## src/rtl/core/flsa_pkg.sv

```systemverilog
// ----------------------------------------------------------------------------
// flsa_pkg
// Shared types and constants of the free-list slot allocator.
// ----------------------------------------------------------------------------
`default_nettype none

package flsa_pkg;

  localparam int POOL_DEPTH_DEF = 256;

  localparam int OP_W     = 2;
  localparam int SLOT_W   = 8;
  localparam int STATUS_W = 2;
  localparam int CAP_W    = 9;
  localparam int MISS_W   = 32;

  // slots reachable through an index field
  localparam int SLOT_SPAN = 2 ** SLOT_W;

  localparam logic [CAP_W-1:0] CAP_RESET = CAP_W'(256);

  typedef enum logic [OP_W-1:0] {
    OP_ALLOC = 2'd0,
    OP_FREE  = 2'd1,
    OP_INIT  = 2'd2,
    OP_NONE  = 2'd3
  } op_t;

  typedef enum logic [STATUS_W-1:0] {
    ST_OK        = 2'd0,
    ST_EXHAUSTED = 2'd1,
    ST_REJECTED  = 2'd2
  } status_t;

endpackage

`default_nettype wire

```

## src/rtl/core/flsa_ram.sv

```systemverilog
// ----------------------------------------------------------------------------
// flsa_ram
// Generic single-write, single-read RAM with registered read data.
// ----------------------------------------------------------------------------
`default_nettype none

module flsa_ram #(
  parameter int WIDTH = 8,
  parameter int DEPTH = 256
) (
  input  logic                     clk,
  input  logic                     we,
  input  logic [$clog2(DEPTH)-1:0] waddr,
  input  logic [WIDTH-1:0]         wdata,
  input  logic                     re,
  input  logic [$clog2(DEPTH)-1:0] raddr,
  output logic [WIDTH-1:0]         rdata
);

  logic [WIDTH-1:0] mem [DEPTH];

  always_ff @(posedge clk) begin
    if (we) begin
      mem[waddr] <= wdata;
    end
    if (re) begin
      rdata <= mem[raddr];
    end
  end

endmodule

`default_nettype wire

```

## src/rtl/core/free_list_slot_allocator.sv

```systemverilog
// ----------------------------------------------------------------------------
// free_list_slot_allocator
// LIFO free-list allocator: link and busy flag of every slot in one RAM.
// ----------------------------------------------------------------------------
// Alloc and free: result registered in S_EXEC; the unused op: in S_FIN. A
// stalled result holds all, and no new request is taken until the block is
// back in S_IDLE, after the RAM read and write-back. Init: S_SWEEP writes one
// RAM entry per cycle, min(POOL_DEPTH, 256) in all, then S_FIN gives the result.
// Reset (synchronous): free list empty, counters zero, capacity 256; the RAM
// is not cleared, so an init must come before the first free.
// ----------------------------------------------------------------------------
`default_nettype none

module free_list_slot_allocator #(
  parameter int POOL_DEPTH = flsa_pkg::POOL_DEPTH_DEF
) (
  input  logic                           clk,
  input  logic                           rst,
  input  logic                           in_valid,
  output logic                           in_ready,
  input  logic [flsa_pkg::OP_W-1:0]      op,
  input  logic [flsa_pkg::SLOT_W-1:0]    slot_index,
  output logic                           out_valid,
  input  logic                           out_ready,
  output logic [flsa_pkg::STATUS_W-1:0]  status,
  output logic [flsa_pkg::SLOT_W-1:0]    granted_index,
  output logic [flsa_pkg::CAP_W-1:0]     in_use_total,
  output logic [flsa_pkg::MISS_W-1:0]    miss_total,
  input  logic                           cfg_valid,
  output logic                           cfg_ready,
  input  logic [flsa_pkg::CAP_W-1:0]     pool_capacity
);

  import flsa_pkg::*;

  localparam int IDX_W      = $clog2(POOL_DEPTH);
  localparam int LINK_W     = $clog2(POOL_DEPTH + 1);
  localparam int ENT_W      = LINK_W + 1;
  localparam int SLOT_LIMIT = (POOL_DEPTH < SLOT_SPAN) ? POOL_DEPTH : SLOT_SPAN;
  localparam int SWP_W      = $clog2(SLOT_LIMIT);

  localparam logic [LINK_W-1:0] NO_LINK   = LINK_W'(POOL_DEPTH);
  localparam logic [CAP_W-1:0]  CAP_LIMIT = CAP_W'(SLOT_LIMIT);
  localparam logic [SWP_W-1:0]  SWP_LAST  = SWP_W'(SLOT_LIMIT - 1);
  localparam logic [MISS_W-1:0] MISS_MAX  = '1;

  typedef enum logic [3:0] {
    S_IDLE  = 4'b0001,
    S_EXEC  = 4'b0010,
    S_SWEEP = 4'b0100,
    S_FIN   = 4'b1000
  } state_t;

  state_t             state;
  op_t                req_op;
  logic [SLOT_W-1:0]  req_slot;
  logic [LINK_W-1:0]  head;
  logic [CAP_W-1:0]   busy_count;
  logic [MISS_W-1:0]  miss_count;
  logic [CAP_W-1:0]   capacity;
  logic [CAP_W-1:0]   cap_eff;
  logic [SWP_W-1:0]   sweep_idx;

  logic               ram_we;
  logic [IDX_W-1:0]   ram_waddr;
  logic [ENT_W-1:0]   ram_wdata;
  logic               ram_re;
  logic [IDX_W-1:0]   ram_raddr;
  logic [ENT_W-1:0]   ram_rdata;

  logic               rd_busy;
  logic [LINK_W-1:0]  rd_link;
  logic               head_valid;
  logic               slot_in_range;
  logic               free_ok;
  logic               out_free;
  logic               exec_go;
  logic               result_load;
  logic [LINK_W-1:0]  sweep_link;
  op_t                in_op;

  status_t            status_next;
  logic [SLOT_W-1:0]  granted_next;
  logic [LINK_W-1:0]  head_next;
  logic [CAP_W-1:0]   busy_next;
  logic [MISS_W-1:0]  miss_next;

  assign cfg_ready = 1'b1;
  assign in_ready  = (state == S_IDLE);
  assign in_op     = op_t'(op);

  assign rd_busy       = ram_rdata[LINK_W];
  assign rd_link       = ram_rdata[LINK_W-1:0];
  assign head_valid    = (head != NO_LINK);
  assign slot_in_range = (32'(req_slot) < 32'(POOL_DEPTH));
  assign free_ok       = slot_in_range && rd_busy;
  assign out_free      = !out_valid || out_ready;
  assign exec_go       = (state == S_EXEC) && out_free;
  assign result_load   = ((state == S_EXEC) || (state == S_FIN)) && out_free;

  // read the head entry for alloc, the returned slot for free
  assign ram_re    = in_valid && in_ready && (in_op == OP_ALLOC || in_op == OP_FREE);
  assign ram_raddr = (in_op == OP_ALLOC) ? head[IDX_W-1:0] : IDX_W'(slot_index);

  // init chain: slot i below the capacity links to i-1; slot 0 and the rest end the list
  assign sweep_link = (sweep_idx != '0 && CAP_W'(sweep_idx) < cap_eff)
                      ? LINK_W'(sweep_idx - 1'b1) : NO_LINK;

  always_comb begin
    status_next  = ST_OK;
    granted_next = '0;
    head_next    = head;
    busy_next    = busy_count;
    miss_next    = miss_count;
    unique case (req_op)
      OP_ALLOC: begin
        if (head_valid) begin
          granted_next = SLOT_W'(head);
          head_next    = rd_link;
          busy_next    = busy_count + 1'b1;
        end else begin
          status_next = ST_EXHAUSTED;
          if (miss_count != MISS_MAX) begin
            miss_next = miss_count + 1'b1;
          end
        end
      end
      OP_FREE: begin
        if (free_ok) begin
          head_next = LINK_W'(req_slot);
          if (busy_count != '0) begin
            busy_next = busy_count - 1'b1;
          end
        end else begin
          status_next = ST_REJECTED;
        end
      end
      default: begin
      end
    endcase
  end

  always_comb begin
    ram_we    = 1'b0;
    ram_waddr = '0;
    ram_wdata = '0;
    if (state == S_SWEEP) begin
      ram_we    = 1'b1;
      ram_waddr = IDX_W'(sweep_idx);
      ram_wdata = {1'b0, sweep_link};
    end else if (exec_go) begin
      if (req_op == OP_ALLOC && head_valid) begin
        ram_we    = 1'b1;
        ram_waddr = head[IDX_W-1:0];
        ram_wdata = {1'b1, NO_LINK};
      end else if (req_op == OP_FREE && free_ok) begin
        ram_we    = 1'b1;
        ram_waddr = IDX_W'(req_slot);
        ram_wdata = {1'b0, head};
      end
    end
  end

  always_ff @(posedge clk) begin
    if (rst) begin
      state      <= S_IDLE;
      head       <= NO_LINK;
      busy_count <= '0;
      miss_count <= '0;
      capacity   <= CAP_RESET;
      out_valid  <= 1'b0;
    end else begin
      if (cfg_valid) begin
        capacity <= pool_capacity;
      end
      if (result_load) begin
        out_valid <= 1'b1;
      end else if (out_valid && out_ready) begin
        out_valid <= 1'b0;
      end
      unique case (state)
        S_IDLE: begin
          if (in_valid) begin
            req_op   <= in_op;
            req_slot <= slot_index;
            unique case (in_op)
              OP_ALLOC, OP_FREE: state <= S_EXEC;
              OP_INIT: begin
                sweep_idx <= '0;
                cap_eff   <= (capacity > CAP_LIMIT) ? CAP_LIMIT : capacity;
                state     <= S_SWEEP;
              end
              default: state <= S_FIN;
            endcase
          end
        end
        S_EXEC: begin
          if (out_free) begin
            head          <= head_next;
            busy_count    <= busy_next;
            miss_count    <= miss_next;
            status        <= status_next;
            granted_index <= granted_next;
            in_use_total  <= busy_next;
            miss_total    <= miss_next;
            state         <= S_IDLE;
          end
        end
        S_SWEEP: begin
          sweep_idx <= sweep_idx + 1'b1;
          if (sweep_idx == SWP_LAST) begin
            head       <= (cap_eff == '0) ? NO_LINK : LINK_W'(cap_eff - 1'b1);
            busy_count <= '0;
            miss_count <= '0;
            state      <= S_FIN;
          end
        end
        S_FIN: begin
          if (out_free) begin
            status        <= ST_OK;
            granted_index <= '0;
            in_use_total  <= busy_count;
            miss_total    <= miss_count;
            state         <= S_IDLE;
          end
        end
        default: state <= S_IDLE;
      endcase
    end
  end

  flsa_ram #(
    .WIDTH (ENT_W),
    .DEPTH (POOL_DEPTH)
  ) u_slot_ram (
    .clk   (clk),
    .we    (ram_we),
    .waddr (ram_waddr),
    .wdata (ram_wdata),
    .re    (ram_re),
    .raddr (ram_raddr),
    .rdata (ram_rdata)
  );

endmodule

`default_nettype wire

```

## config.mk

```make
export PLATFORM = sky130hd
export DESIGN_NAME = free_list_slot_allocator
export DESIGN_NICKNAME = d
export VERILOG_FILES = /design/src/rtl/core/flsa_pkg.sv /design/src/rtl/core/flsa_ram.sv /design/src/rtl/core/free_list_slot_allocator.sv
export SDC_FILE = /design/constraint.sdc
export NUM_CORES = 2
export LEC_CHECK = 0
export ABC_CLOCK_PERIOD_IN_PS = 17410
export BUFFER_PORTS_ARGS = -buffer_cell sky130_fd_sc_hd__buf_2
export CAP_MARGIN = 20
export CORE_ASPECT_RATIO = 1.25
export CORE_MARGIN = 2
export CORE_UTILIZATION = 45
export CTS_CLUSTER_DIAMETER = 60
export DETAILED_ROUTE_END_ITERATION = 16
export MAX_ROUTING_LAYER = met4
export PLACE_DENSITY = 0.65
export SETUP_SLACK_MARGIN = 0.3
export SYNTH_ARGS = -nofsm -noshare
export SYNTH_HDL_FRONTEND = slang
export SYNTH_SLANG_ARGS = --single-unit
```

## constraint.sdc

```tcl
create_clock -name clk -period 17.41 [get_ports clk]
set_input_delay 1.741 -clock clk [delete_from_list [all_inputs] [get_ports clk]]
set_output_delay 1.741 -clock clk [all_outputs]
set_load 0.1 [all_outputs]
```

==> out/metrics.yaml <==
global_routing:
  grt_pass1_wl_um: 436000
  antenna_found_initial: 10
  grt_max_degree: 201
  first_global_vias: 64900
  overflow: 0
  grt_util_all_layers_pct: 24.6
sta:
  setup_viol: 0
  finalCritPeriodShare_pct: 39.1
  rsz0062_at_grt: "no"
  worstMarginPinSlew_ns: 1.26
  final_max_slew_viol_count: 0
  hold_violations: 0
  final.setup.tns_ns: 0
  max_slew_margin_pct: 15.5
  skew_ns: 0.0460
  period_needed_ns: 6.81
  fmax_mhz: 147
  setup_ws_ns: 10.60
detailed_routing:
  wl_per_cell_um: 26.0
  drtAntennaViolNets: 0
  routed_wl_um: 298000
  firstDrtPassIters: 8
  drc: 0
  drt_iter0_markers: 8427
  vias: 68400
  avgViaCountPerCell: 5.96
finish:
  layout-drive-gt1-share_pct: 8.64
  final_common_cell: "edfxtp_1"
  seq_area_mm2: 0.0808
  nNetsFinal: 8178
  syn_to_final_growth_pct: 11.2
  final_cell_mix: "edfxtp_1, nand2_1, nand3_1"
  nFillCells: 19900
  multi_input_comb_area_mm2: 0.0250
placed_design:
  place_ws_ns: 9.80
  post-dp-hpwl_um: 173000
  gp_congestion: 0.911
  port_buffers: 76
synth:
  synth_nets: 8186
  yosys_warnings: 0
  yosys.area.top_type: "edfxtp_1"
  netlist_area_mm2: 0.108
  synth_edf_count: 2648
  syn_area_per_cell_um2: 13.2
  synth_top_flop_cell: "edfxtp_1"
  yosys.cell_types.count: 83
  async_flop_share_pct: 0
  synth_top_area_share_pct: 73.8
  ys_seq_area_share_pct: 75.0
  postSynthCellCount: 8149
  ys_top_cells_by_area: "edfxtp_1, nand2_1, nand3_1, mux2i_1, nand4_1"
  ys_seq_elements: 2712
clocking:
  path_clk_slew_ns: 0.06
  cts_tree: "built"
  post_cts_buffers: 0
  cts-root-buf: "clkbuf_16"
  cts_num_sinks: 2712
  numCtsBuffers: 244
  cts-hold-fix-buffers: 0
  post_cts_resized: 0
  worst_skew_pair.late_latency_ns: 0.90
  htree_levels: 4
  cts_max_path_buffers: 4
critical_path:
  path_max_fanout: 86
  worstPathRequired_ns: 18.11
  crit_family: "buffers and inverters"
  crit_chain: "buf_2 > o21ai_0 > and2_4 > buf_4 > buf_4 > buf_4 > buf_4 > nand2_1 > a31oi_1 > nand4_1 > nand4_1 > nor3_1 > nor4_1"
  cpMaxStageDelayCell: "buf_4"
  cp-end-kind: "flip-flop"
  arrival_ns: 7.50
  path_common_cell: "buf_4"
  path_buf_inv: 5
  start_kind: "input port"
  cpPeakStageDelay_ns: 0.85
  crit_type: "input port to flip-flop"
power:
  p_per_area_mw_per_mm2: 111
  p_total_uw: 13300
  peakVddDrop_mv: 0.0805
  p_leak_uw: 0.0386
outcome:
  status: "completed"
die:
  initial_core_util_pct: 45.3
  design.core.area_mm2: 0.238
  io_pins: 78
  fp.dieW_um: 442
  num_rows: 200
  die_area_mm2: 0.243
  die_h_um: 551
flow_run:
  drv_cap: 0
worst_hold_path:
  hold_class: "flip-flop to flip-flop"
-- cell type report --
type / instances / share of cell area (%)
Inverter: 23 / 0.0720
Sequential cell: 2712 / 67.4
Timing Repair Buffer: 265 / 1.79
Tap cell: 3131 / 3.27
Clock buffer: 294 / 5.31
Multi-Input combinational cell: 4895 / 20.8
Clock inverter: 145 / 1.27
Antenna cell: 11 / 0.0230
-- cell families after synthesis --
kind of cell             share of synthesized area [%]
other                                          0.00348
AND/OR/NAND/NOR                                   16.6
multiplexers                                      2.01
adder cells (fa/ha/maj)                          0.151
XOR/XNOR                                         0.463
flip-flops                                        75.0
AO/OA/AOI/OAI                                     3.58
buffers and inverters                             2.22
-- routing by layer --
metal,wire length (um),part of all wire (%),global-route usage (%)
met4,14400,4.8,11.1
met3,25000,8.4,3.91
met1,112000,37,30.2
met2,147000,49,40.3
met5,0,0,-
-- state kept, by name, summed over array words and instances, names as in the netlist --
signal            flops
in_use_total          9
capacity              9
miss_total           32
busy_count            9
out_valid             1
req_slot              8
status                2
sweep_idx             8
req_op                2
head                  9
cap_eff               9
miss_count           32
u_slot_ram.mem     2560
u_slot_ram.rdata     10
state                 4
granted_index         8
-- power breakdown --
part	switching (uW)	total, uW	internal (uW)
registers	23.4	7110	7090
logic	582	774	193
clock network	2340	5390	3050
total	2950	13300	10300
-- synth_stat cells (5+ instances only) --
master    count
ha_1         13
nand2b_1      8
a32oi_1     157
a22oi_1      11
a21o_1        6
nand3b_1     12
a21oi_1      48
a311oi_1      8
xnor2_1      36
nor4_1       26
buf_4        22
buf_6         6
and2_1        6
nand4_1     321
nor3_1       59
edfxtp_1   2648
o31ai_1       6
dfxtp_1      64
and3_1       37
inv_1        23
nor2b_1      10
nor3b_1       6
xor2_1       21
nand3_1     853
mux2i_1     214
buf_1        26
nand2_4       5
o21ai_0      72
a222oi_1     12
clkbuf_1    299
nor2_1      366
or4_1         5
a31oi_1     192
nand2_2      10
nand2_1    2284
buf_2       163
o221ai_1      7
or3_1         9
-- stage by stage --
step / hold WS (ns) / area, um2 / util, % / cells
after floorplan: 0.452 / 108000 / - / 8149
after global placement: 0.476 / 111000 / 46.8 / 11000
after detailed placement: 0.472 / 112000 / 47.0 / 11000
after CTS: 0.490 / 120000 / 50.3 / 11400
after global routing: 0.516 / 120000 / 50.4 / 11500
final: 0.487 / 120000 / 50.4 / 11500
-- worst paths after layout --
path                          to   startpoint  slack, ns  depth (start not counted)
min reg2reg          capacity[5]  capacity[5]       0.49                          2
min                  capacity[5]  capacity[5]       0.49                          2
max          u_slot_ram.rdata[8]        op[1]      10.60                         13
max reg2reg  u_slot_ram.rdata[1]      head[1]      11.32                         11
-- worst min-delay path: stages, from the launching register on --
cell and delay, ns:
dfxtp_1 0.32, mux2i_1 0.06, nor2_1 0.07
(Power assumes the default switching activity.)
